File: src/rtl/flpw_pkg.sv
// Shared types and constants of the four-level page table walk.
package flpw_pkg;

    localparam int TABLE_WORDS = 4096;
    localparam int STORE_AW    = $clog2(TABLE_WORDS);

    localparam int FRAME_W  = 40;
    localparam int VA_W     = 48;
    localparam int PA_W     = 52;
    localparam int IDX_W    = 9;
    localparam int OFF_W    = 12;
    localparam int WORD_W   = FRAME_W + IDX_W;
    localparam int DATA_W   = 64;
    localparam int WIDX_W   = 12;
    localparam int LVL_W    = 2;
    localparam int FRAME_LO = OFF_W;
    localparam int FRAME_HI = OFF_W + FRAME_W - 1;

    localparam logic [LVL_W-1:0]    LVL_TOP   = 2'd0;
    localparam logic [LVL_W-1:0]    LVL_LAST  = 2'd3;
    localparam logic [WORD_W-1:0]   WORD_LIMIT = WORD_W'(TABLE_WORDS);
    localparam logic [STORE_AW-1:0] CLR_LAST  = STORE_AW'(TABLE_WORDS - 1);

    typedef enum logic [1:0] {
        ST_OK          = 2'd0,
        ST_NOT_PRESENT = 2'd1,
        ST_OUTSIDE     = 2'd2
    } t_status;

    typedef enum logic {
        KIND_WRITE = 1'b0,
        KIND_WALK  = 1'b1
    } t_kind;

    typedef enum logic [2:0] {
        S_CLEAR,
        S_IDLE,
        S_ADDR,
        S_DATA,
        S_RESP
    } t_walk_state;

    typedef struct packed {
        t_kind              kind;
        logic [WIDX_W-1:0]  word_index;
        logic [DATA_W-1:0]  word_data;
        logic [VA_W-1:0]    virtual_address;
    } t_item;

    typedef struct packed {
        logic               valid;
        t_status            status;
        logic [PA_W-1:0]    physical_address;
        logic [LVL_W-1:0]   fault_level;
    } t_result;

    typedef struct packed {
        logic                we;
        logic [STORE_AW-1:0] waddr;
        logic [DATA_W-1:0]   wdata;
        logic                re;
        logic [STORE_AW-1:0] raddr;
    } t_mem_req;

endpackage

File: src/rtl/flpw_walker.sv
// Walk sequencer: store clearing, table writes and the four-level fetch loop.
module flpw_walker (
    input  logic                          i_clk,
    input  logic                          i_rst_n,
    input  logic                          i_item_valid,
    input  flpw_pkg::t_item               i_item,
    output logic                          o_item_ready,
    input  logic [flpw_pkg::FRAME_W-1:0]  i_root_frame,
    output flpw_pkg::t_result             o_res,
    input  logic                          i_res_ready,
    output flpw_pkg::t_mem_req            o_mem,
    input  logic [flpw_pkg::DATA_W-1:0]   i_rdata
);
    import flpw_pkg::*;

    t_walk_state         r_state, n_state;
    logic [LVL_W-1:0]    r_level, n_level;
    logic [STORE_AW-1:0] r_clr, n_clr;
    logic [FRAME_W-1:0]  r_frame, n_frame;
    logic [VA_W-1:0]     r_va, n_va;
    t_status             r_status, n_status;
    logic [PA_W-1:0]     r_pa, n_pa;
    logic [LVL_W-1:0]    r_flevel, n_flevel;

    logic                accept;
    logic [IDX_W-1:0]    lvl_idx;
    logic [WORD_W-1:0]   fetch_word;
    logic                fetch_outside;
    logic                entry_present;
    logic [WORD_W-1:0]   wr_word;
    logic                wr_inside;

    assign o_item_ready = (r_state == S_IDLE);
    assign accept       = i_item_valid && o_item_ready;

    // index bits of the current level: 47..39, 38..30, 29..21, 20..12
    always_comb begin
        unique case (r_level)
            2'd0:    lvl_idx = r_va[OFF_W+3*IDX_W +: IDX_W];
            2'd1:    lvl_idx = r_va[OFF_W+2*IDX_W +: IDX_W];
            2'd2:    lvl_idx = r_va[OFF_W+IDX_W +: IDX_W];
            default: lvl_idx = r_va[OFF_W +: IDX_W];
        endcase
    end

    assign fetch_word    = {r_frame, lvl_idx};
    assign fetch_outside = (fetch_word >= WORD_LIMIT);
    assign entry_present = i_rdata[0];
    assign wr_word       = WORD_W'(i_item.word_index);
    assign wr_inside     = (wr_word < WORD_LIMIT);

    // next state
    always_comb begin
        n_state = r_state;
        unique case (r_state)
            S_CLEAR: begin
                if (r_clr == CLR_LAST) n_state = S_IDLE;
            end
            S_IDLE: begin
                if (accept) begin
                    n_state = (i_item.kind == KIND_WRITE) ? S_RESP : S_ADDR;
                end
            end
            S_ADDR: begin
                n_state = fetch_outside ? S_RESP : S_DATA;
            end
            S_DATA: begin
                if (!entry_present || r_level == LVL_LAST) n_state = S_RESP;
                else n_state = S_ADDR;
            end
            S_RESP: begin
                if (i_res_ready) n_state = S_IDLE;
            end
            default: n_state = S_CLEAR;
        endcase
    end

    // datapath and store requests
    always_comb begin
        n_level  = r_level;
        n_clr    = r_clr;
        n_frame  = r_frame;
        n_va     = r_va;
        n_status = r_status;
        n_pa     = r_pa;
        n_flevel = r_flevel;
        o_mem    = '0;
        unique case (r_state)
            S_CLEAR: begin
                o_mem.we    = 1'b1;
                o_mem.waddr = r_clr;
                o_mem.wdata = '0;
                n_clr       = r_clr + 1'b1;
            end
            S_IDLE: begin
                if (accept) begin
                    if (i_item.kind == KIND_WRITE) begin
                        o_mem.we    = wr_inside;
                        o_mem.waddr = wr_word[STORE_AW-1:0];
                        o_mem.wdata = i_item.word_data;
                        n_status    = ST_OK;
                        n_pa        = '0;
                        n_flevel    = '0;
                    end else begin
                        n_frame = i_root_frame;
                        n_va    = i_item.virtual_address;
                        n_level = LVL_TOP;
                    end
                end
            end
            S_ADDR: begin
                if (fetch_outside) begin
                    n_status = ST_OUTSIDE;
                    n_pa     = '0;
                    n_flevel = r_level;
                end else begin
                    o_mem.re    = 1'b1;
                    o_mem.raddr = fetch_word[STORE_AW-1:0];
                end
            end
            S_DATA: begin
                if (!entry_present) begin
                    n_status = ST_NOT_PRESENT;
                    n_pa     = '0;
                    n_flevel = r_level;
                end else begin
                    n_frame = i_rdata[FRAME_HI:FRAME_LO];
                    if (r_level == LVL_LAST) begin
                        n_status = ST_OK;
                        n_pa     = {i_rdata[FRAME_HI:FRAME_LO], r_va[OFF_W-1:0]};
                        n_flevel = '0;
                    end else begin
                        n_level = r_level + 1'b1;
                    end
                end
            end
            S_RESP: begin
            end
            default: begin
            end
        endcase
    end

    always_ff @(posedge i_clk) begin
        if (!i_rst_n) begin
            r_state <= S_CLEAR;
            r_level <= LVL_TOP;
            r_clr   <= '0;
        end else begin
            r_state <= n_state;
            r_level <= n_level;
            r_clr   <= n_clr;
        end
    end

    always_ff @(posedge i_clk) begin
        r_frame  <= n_frame;
        r_va     <= n_va;
        r_status <= n_status;
        r_pa     <= n_pa;
        r_flevel <= n_flevel;
    end

    assign o_res.valid            = (r_state == S_RESP);
    assign o_res.status           = r_status;
    assign o_res.physical_address = r_pa;
    assign o_res.fault_level      = r_flevel;

endmodule

File: config.mk
export PLATFORM = sky130hd
export DESIGN_NAME = flpw_walker
export DESIGN_NICKNAME = d
export VERILOG_FILES = /design/src/rtl/flpw_pkg.sv /design/src/rtl/flpw_walker.sv
export SDC_FILE = /design/constraint.sdc
export NUM_CORES = 1
export LEC_CHECK = 0
export BUFFER_PORTS_ARGS = -buffer_cell sky130_fd_sc_hd__buf_2
export CAP_MARGIN = 30
export CORE_AREA = 2 2 148 150
export CTS_BUF_LIST = sky130_fd_sc_hd__clkbuf_8 sky130_fd_sc_hd__clkbuf_16
export DETAILED_ROUTE_END_ITERATION = 8
export DIE_AREA = 0 0 150 152
export GPL_TIMING_DRIVEN = 0
export PLACE_DENSITY = 0.71
export SYNTH_ARGS = -nofsm -noshare
export SYNTH_HDL_FRONTEND = slang
export SYNTH_SLANG_ARGS = --single-unit
File: constraint.sdc
create_clock -name i_clk -period 4.3 [get_ports i_clk]
set_input_delay 0.86 -clock i_clk [delete_from_list [all_inputs] [get_ports i_clk]]
set_output_delay 0.86 -clock i_clk [all_outputs]
set_load 0.05 [all_outputs]
### Word-level counts from Yosys, hierarchy flattened

Index checks and enable logic that the tools add are counted.

* add/subtract/negate cells: 2
* $lt $le $gt $ge: 2
* eq/ne operators: 17
* mux-type cells: 37
* reduce and logical (&&, ||, !) cells: 12

Operators with widths (count)
* two-way mux 52 bit: 5
* case mux 52 bit (3 select lines): 1
* two-way mux 77 bit: 2
* case mux 77 bit (2 select lines): 1
* two-way mux 40 bit: 3
* case mux 40 bit (2 select lines): 1
* >= comparator 49 x 13 -> 1 bit, second input constant: 1
* case mux 9 bit (3 select lines): 1
* two-way mux 13 bit: 2
* two-way mux 2 bit: 11
* two-way mux 3 bit: 6
* case mux 3 bit (5 select lines): 1
* < comparator 12 x 13 -> 1 bit, second input constant: 1
* adder 12 x 1 -> 12 bit, second input constant: 1
* equality test 12 bit, second input constant: 1
* != test 2 bit, second input constant: 6
* case mux 2 bit (3 select lines): 2
* AND reduction 5 bit: 2
* equality test 3 x 2 -> 1 bit, second input constant: 2
* AND reduction 3 bit: 2
* equality test 2 bit, second input constant: 2
* != test 2 x 1 -> 1 bit, second input constant: 2
* case mux 2 bit (2 select lines): 1
* AND reduction 4 bit: 1
* 12 further kinds: 12

* bits in registers: 161
* bits of input ports: 233
* output and inout port bits: 148
* logic and storage cells: 78

### Longest topological paths before layout

* word-level depth: 5
* mapped depth: 8
* depth with buffers taken out: 6

### Least setup slack after synthesis

Ideal clock, no wire load.

* kind: reg-to-reg
* start point: register r_state[2]
* end point: register r_frame[0], enable pin
* setup time: 451 ps
* arrival: 3289 ps
* data required time: 3849 ps
* path slack: 560 ps
* cell stages (with the launch flop): 6
* path buffers: 1
* period minus slack after synthesis: 3740 ps
* cells stage by stage: dfxtp_1 clkbuf_1 nor2b_1 and2_1 nand2_1 a21oi_1

* cells in the longest elaborated chain, start to end: 4
* elaborated cells on any way between the ends: 8
* classes of those cells: eq/ne: 5; reduce/logical: 3

Ends and longest elaborated chain
* start, declared: line flpw_walker.sv:16 `t_walk_state r_state, n_state;`
* start signal, assigned: line flpw_walker.sv:150 `r_state <= n_state;`
* equality test 3 x 1 -> 1 bit (*): line flpw_walker.sv:33 `assign o_item_ready = (r_state == S_IDLE);`
* named net o_item_ready: line flpw_walker.sv:7 `output logic o_item_ready,`
* logical AND 1 bit: line flpw_walker.sv:34 `assign accept = i_item_valid && o_item_ready;`
* != test 2 x 1 -> 1 bit (no source line)
* AND reduction 4 bit (no source line) (*)
* end signal, assigned: line flpw_walker.sv:157 `r_frame <= n_frame;`
* end, declared: line flpw_walker.sv:19 `logic [FRAME_W-1:0] r_frame, n_frame;`

The timed path passes the listed nets; every way through them passes the cells marked *.
A chain may end at the register's enable or synchronous reset.

==> impl_results.md <==
- Multi-input logic area: about 2200 µm²
- Wirelength per Cell: roughly 19 µm
- Initial antenna violation count: 5
- GRT Overall Usage: 19.10%
- Ports: 381
- CTS hold repair buffers: 0
- Post-CTS sizing: 0
- Count leader, synth: edfxtp_1
- Hold_sp: r_clr[11]
- PwrDens: 346.8 nW/µm²
- First-pass GRT wire length: 31800 µm
- CP Capture Type: output port
- CP Class: flop to output port
- Avg Cell Area, Syn: 13.63 µm²
- Skew final: 0.01843 ns
- Final instance area: 9832 µm²
- Vias in the first global route: 5469
- Initial Utilization: 32.76%
- Max layer used: met4
- Peak supply drop: 0.0002425 V
- # Max-Cap Violations: 0
- Clk sinks: 161
- Post-Synth Adder-Cell Area: 0.8945%
- Cell depth of the worst min-delay path: 2
- Clock Path Buffers: 2
- Htree depth: 4
- Largest family of logic cells by synthesized area: simple AND/OR/NAND/NOR gates
- DR iter-0 viols: 335
- DP HPWL: 17460 µm
- Layout cells sized above 1: 48.73%
- Top post-synthesis cells by count: edfxtp_1, and2_1, mux2_2
- Reg-to-reg critical path startpoint: r_frame[20]
- Final hold slack: 0.4965 ns
- Slew @ Worst Pin: around 1 ns
- Post-synth EDFFs: 144
- Net Sw Power: around 0.00074 W
- Xor/xnor share of the synthesized area: 1.252%
- CTS tree: yes
- Critical path peak fanout: 10
- Final slew viol count: 0
- Tmin final: 3.969 ns
- Clock Latency Late Sink: 0.42 ns
- Final setup viols: 0
- Met3 WL: 1944 µm
- Wl on met1: ~7600 µm
- Cells after synthesis: around 510
- Buffers added on ports: 357
- Pin count of the biggest net entering global routing: 42
- Cell area after synthesis: 6994 µm²
- Via Count: 5468
- Reg power frac: between 40% and 50%
- CTS clock-pin slew for the worst setup and hold paths: about 0.060 ns
- Die width: approximately 150 µm
- P_int: 0.002672 W
- Vias per cell: 4.603
- Crit share post-route: 92.30%
- Clock root buffer master: clkbuf_16
- Met2 WL: 11790 µm
- TritonRoute pass-1 iters: 5
- Post-synthesis mux area share: 6.583%
- #FFs+latches synth: 161
- Combinational fraction of design power: 4.2%
- Simple-Gate Fraction of Synth Area: 17.89%
- Die Y: 152 µm
- Main flop type after synthesis: edfxtp_1
- Status: finished, final reports clean
- Clock share of power: 46.1%
- Slew margin rel.: 32.79%
- Gr ovfl total: 0
- Worst Setup Start Kind: flop
- Max Clock Freq: 0.2520 GHz
- Final WL: 22030 µm
- RSZ-0062 raised after global routing: false
- R2r endpoint: r_pa[2]
- Worst Hold Path EP: r_clr[11]
- Hold/Removal Path Class: flop to flop
- Row count: 54
- R2R cell count: 5
- CORE AREA: 21350 µm²
- Post-synthesis async set-or-reset flop share: 0%
- Sequential cell area: 4664 µm²
- Netlist cell types: 42
- Post-synthesis sequential area ratio: 66.69%
- Post-synthesis compound-gate area fraction: 4.687%
- Hold Fails Final Rpt: 0
- Area Growth Syn to Fin: 40.57%
- Count of antenna-violating nets left after detailed routing: 0
- Nets: 1130
- CP arrival: 3.11 ns
- Req. time, crit path: 3.44 ns
- Syn Nets: between 700 and 800
- Post-CTS Setup Bufs: 0
- Placed cell count: about 1200
- Synth area leader: edfxtp_1
- DRC viols: 0
- Cts bufs inserted: 17
- Placer Congestion: 0.8532
- Largest cells by area after synthesis: edfxtp_1, and2_1, mux2_2
- Synth warn: 0
- Placed Area: 9205 µm²
- Flop2flop setup slack: 1.36 ns
- FILL cells: 2022
- Layout Cells excl Fill: 1188
- Die area: 22800 µm²
- Leakage: 4.305 nW
- Top cell type's share of synthesized area: 61.82%
- Switching share of power: 21.64%
==> layout make-up <==
cell class	instances	area share, %
diodes	3	0.07636
plain buffers	27	1.120
clock buffers	17	4.327
multi-input cells	317	22.41
inverters	8	0.3054
well taps	280	3.563
flip-flops and latches	161	47.44
repair buffers	360	18.78
clock inverters	15	1.973
==> worst max path at each step <==
stage | from | to | cells after the start
after global placement | i_rdata[0] | r_frame[12] | 3
final | r_frame[20] | o_mem[8] | 6
after detailed placement | r_frame[20] | o_mem[8] | 6
after global routing | r_frame[20] | o_mem[11] | 6
after CTS | r_frame[20] | o_mem[8] | 6
after floorplan | r_state[2] | r_frame[0] | 5
==> layer usage <==
| layer | vias to the layer above | global-route usage, % |
|---|---|---|
| met1 | 2543 | 19.86 |
| li1 | 2616 | - |
| met5 | - | 0 |
| met3 | 34 | 6.036 |
| met2 | 275 | 35.59 |
| met4 | 0 | 6.783 |
==> worst max-delay path: stages, from the launching register on <==
cell,delay (ns)
edfxtp_1,0.38
or4_1,0.56
nor4_1,0.42
nand3_1,0.42
clkbuf_1,0.43
nor2_1,0.18
buf_2,0.29
==> cells in the final DEF (no fill, tap or decap), types with 2 or more instances in the layout <==
master,count
bufinv_16,2
clkbuf_16,17
xor2_1,3
mux2_2,40
nor3_1,3
clkbuf_1,20
a22oi_1,2
a222oi_1,9
clkinv_8,2
inv_6,2
xnor2_1,7
nand2_1,12
nand3_1,7
nor2b_1,9
a21oi_1,12
dfxtp_1,17
diode_2,3
buf_12,3
and2_1,127
and3_2,2
nor4_1,9
inv_8,6
o21ai_0,3
a22o_1,12
inv_1,9
nor2_1,34
ha_1,5
nand4_1,3
edfxtp_1,144
buf_2,358
buf_1,5
==> power by group through the flow <==
stage	clock (W)	combinational (W)	sequential, W
finish	0.00157	0.000143	0.00170
floorplan	0	0.0000372	0.00173
global route	0.00167	0.000158	0.00170
detailed placement	0	0.000143	0.00173
global placement	0	0.000141	0.00173
CTS	0.00160	0.000145	0.00170
==> flip-flops by register name, summed over array words and instances, names as in the netlist <==
| signal | cells |
|---|---|
| r_pa | 52 |
| r_va | 48 |
| r_frame | 40 |
| r_clr | 12 |
| r_state | 3 |
| r_flevel | 2 |
| r_level | 2 |
| r_status | 2 |
==> stage by stage <==
step / power, W / setup WS (ns) / util, % / TNS (ns)
3_3_place_gp: 0.001871 / -0.1969 / 42.77 / -7.702
6_report: 0.003410 / 0.3312 / 46.05 / 0
3_5_place_dp: 0.001874 / 0.6377 / 43.11 / 0
4_1_cts: 0.003445 / 0.1567 / 46.02 / 0
2_1_floorplan: 0.001767 / 0.5603 / - / 0
5_1_grt: 0.003524 / 0.02215 / 46.04 / 0
==> logic make-up (layout without fill, tap and decap cells) <==
family	Yosys count	after routing
multiplexers	41	41
AND/OR/NAND/NOR	217	217
AO/OA/AOI/OAI	44	44
flip-flops	161	161
XOR/XNOR	10	10
buffers and inverters	35	427
adder cells (fa/ha/maj)	5	5
other	0	3
Power figures use the tool's default switching activity.
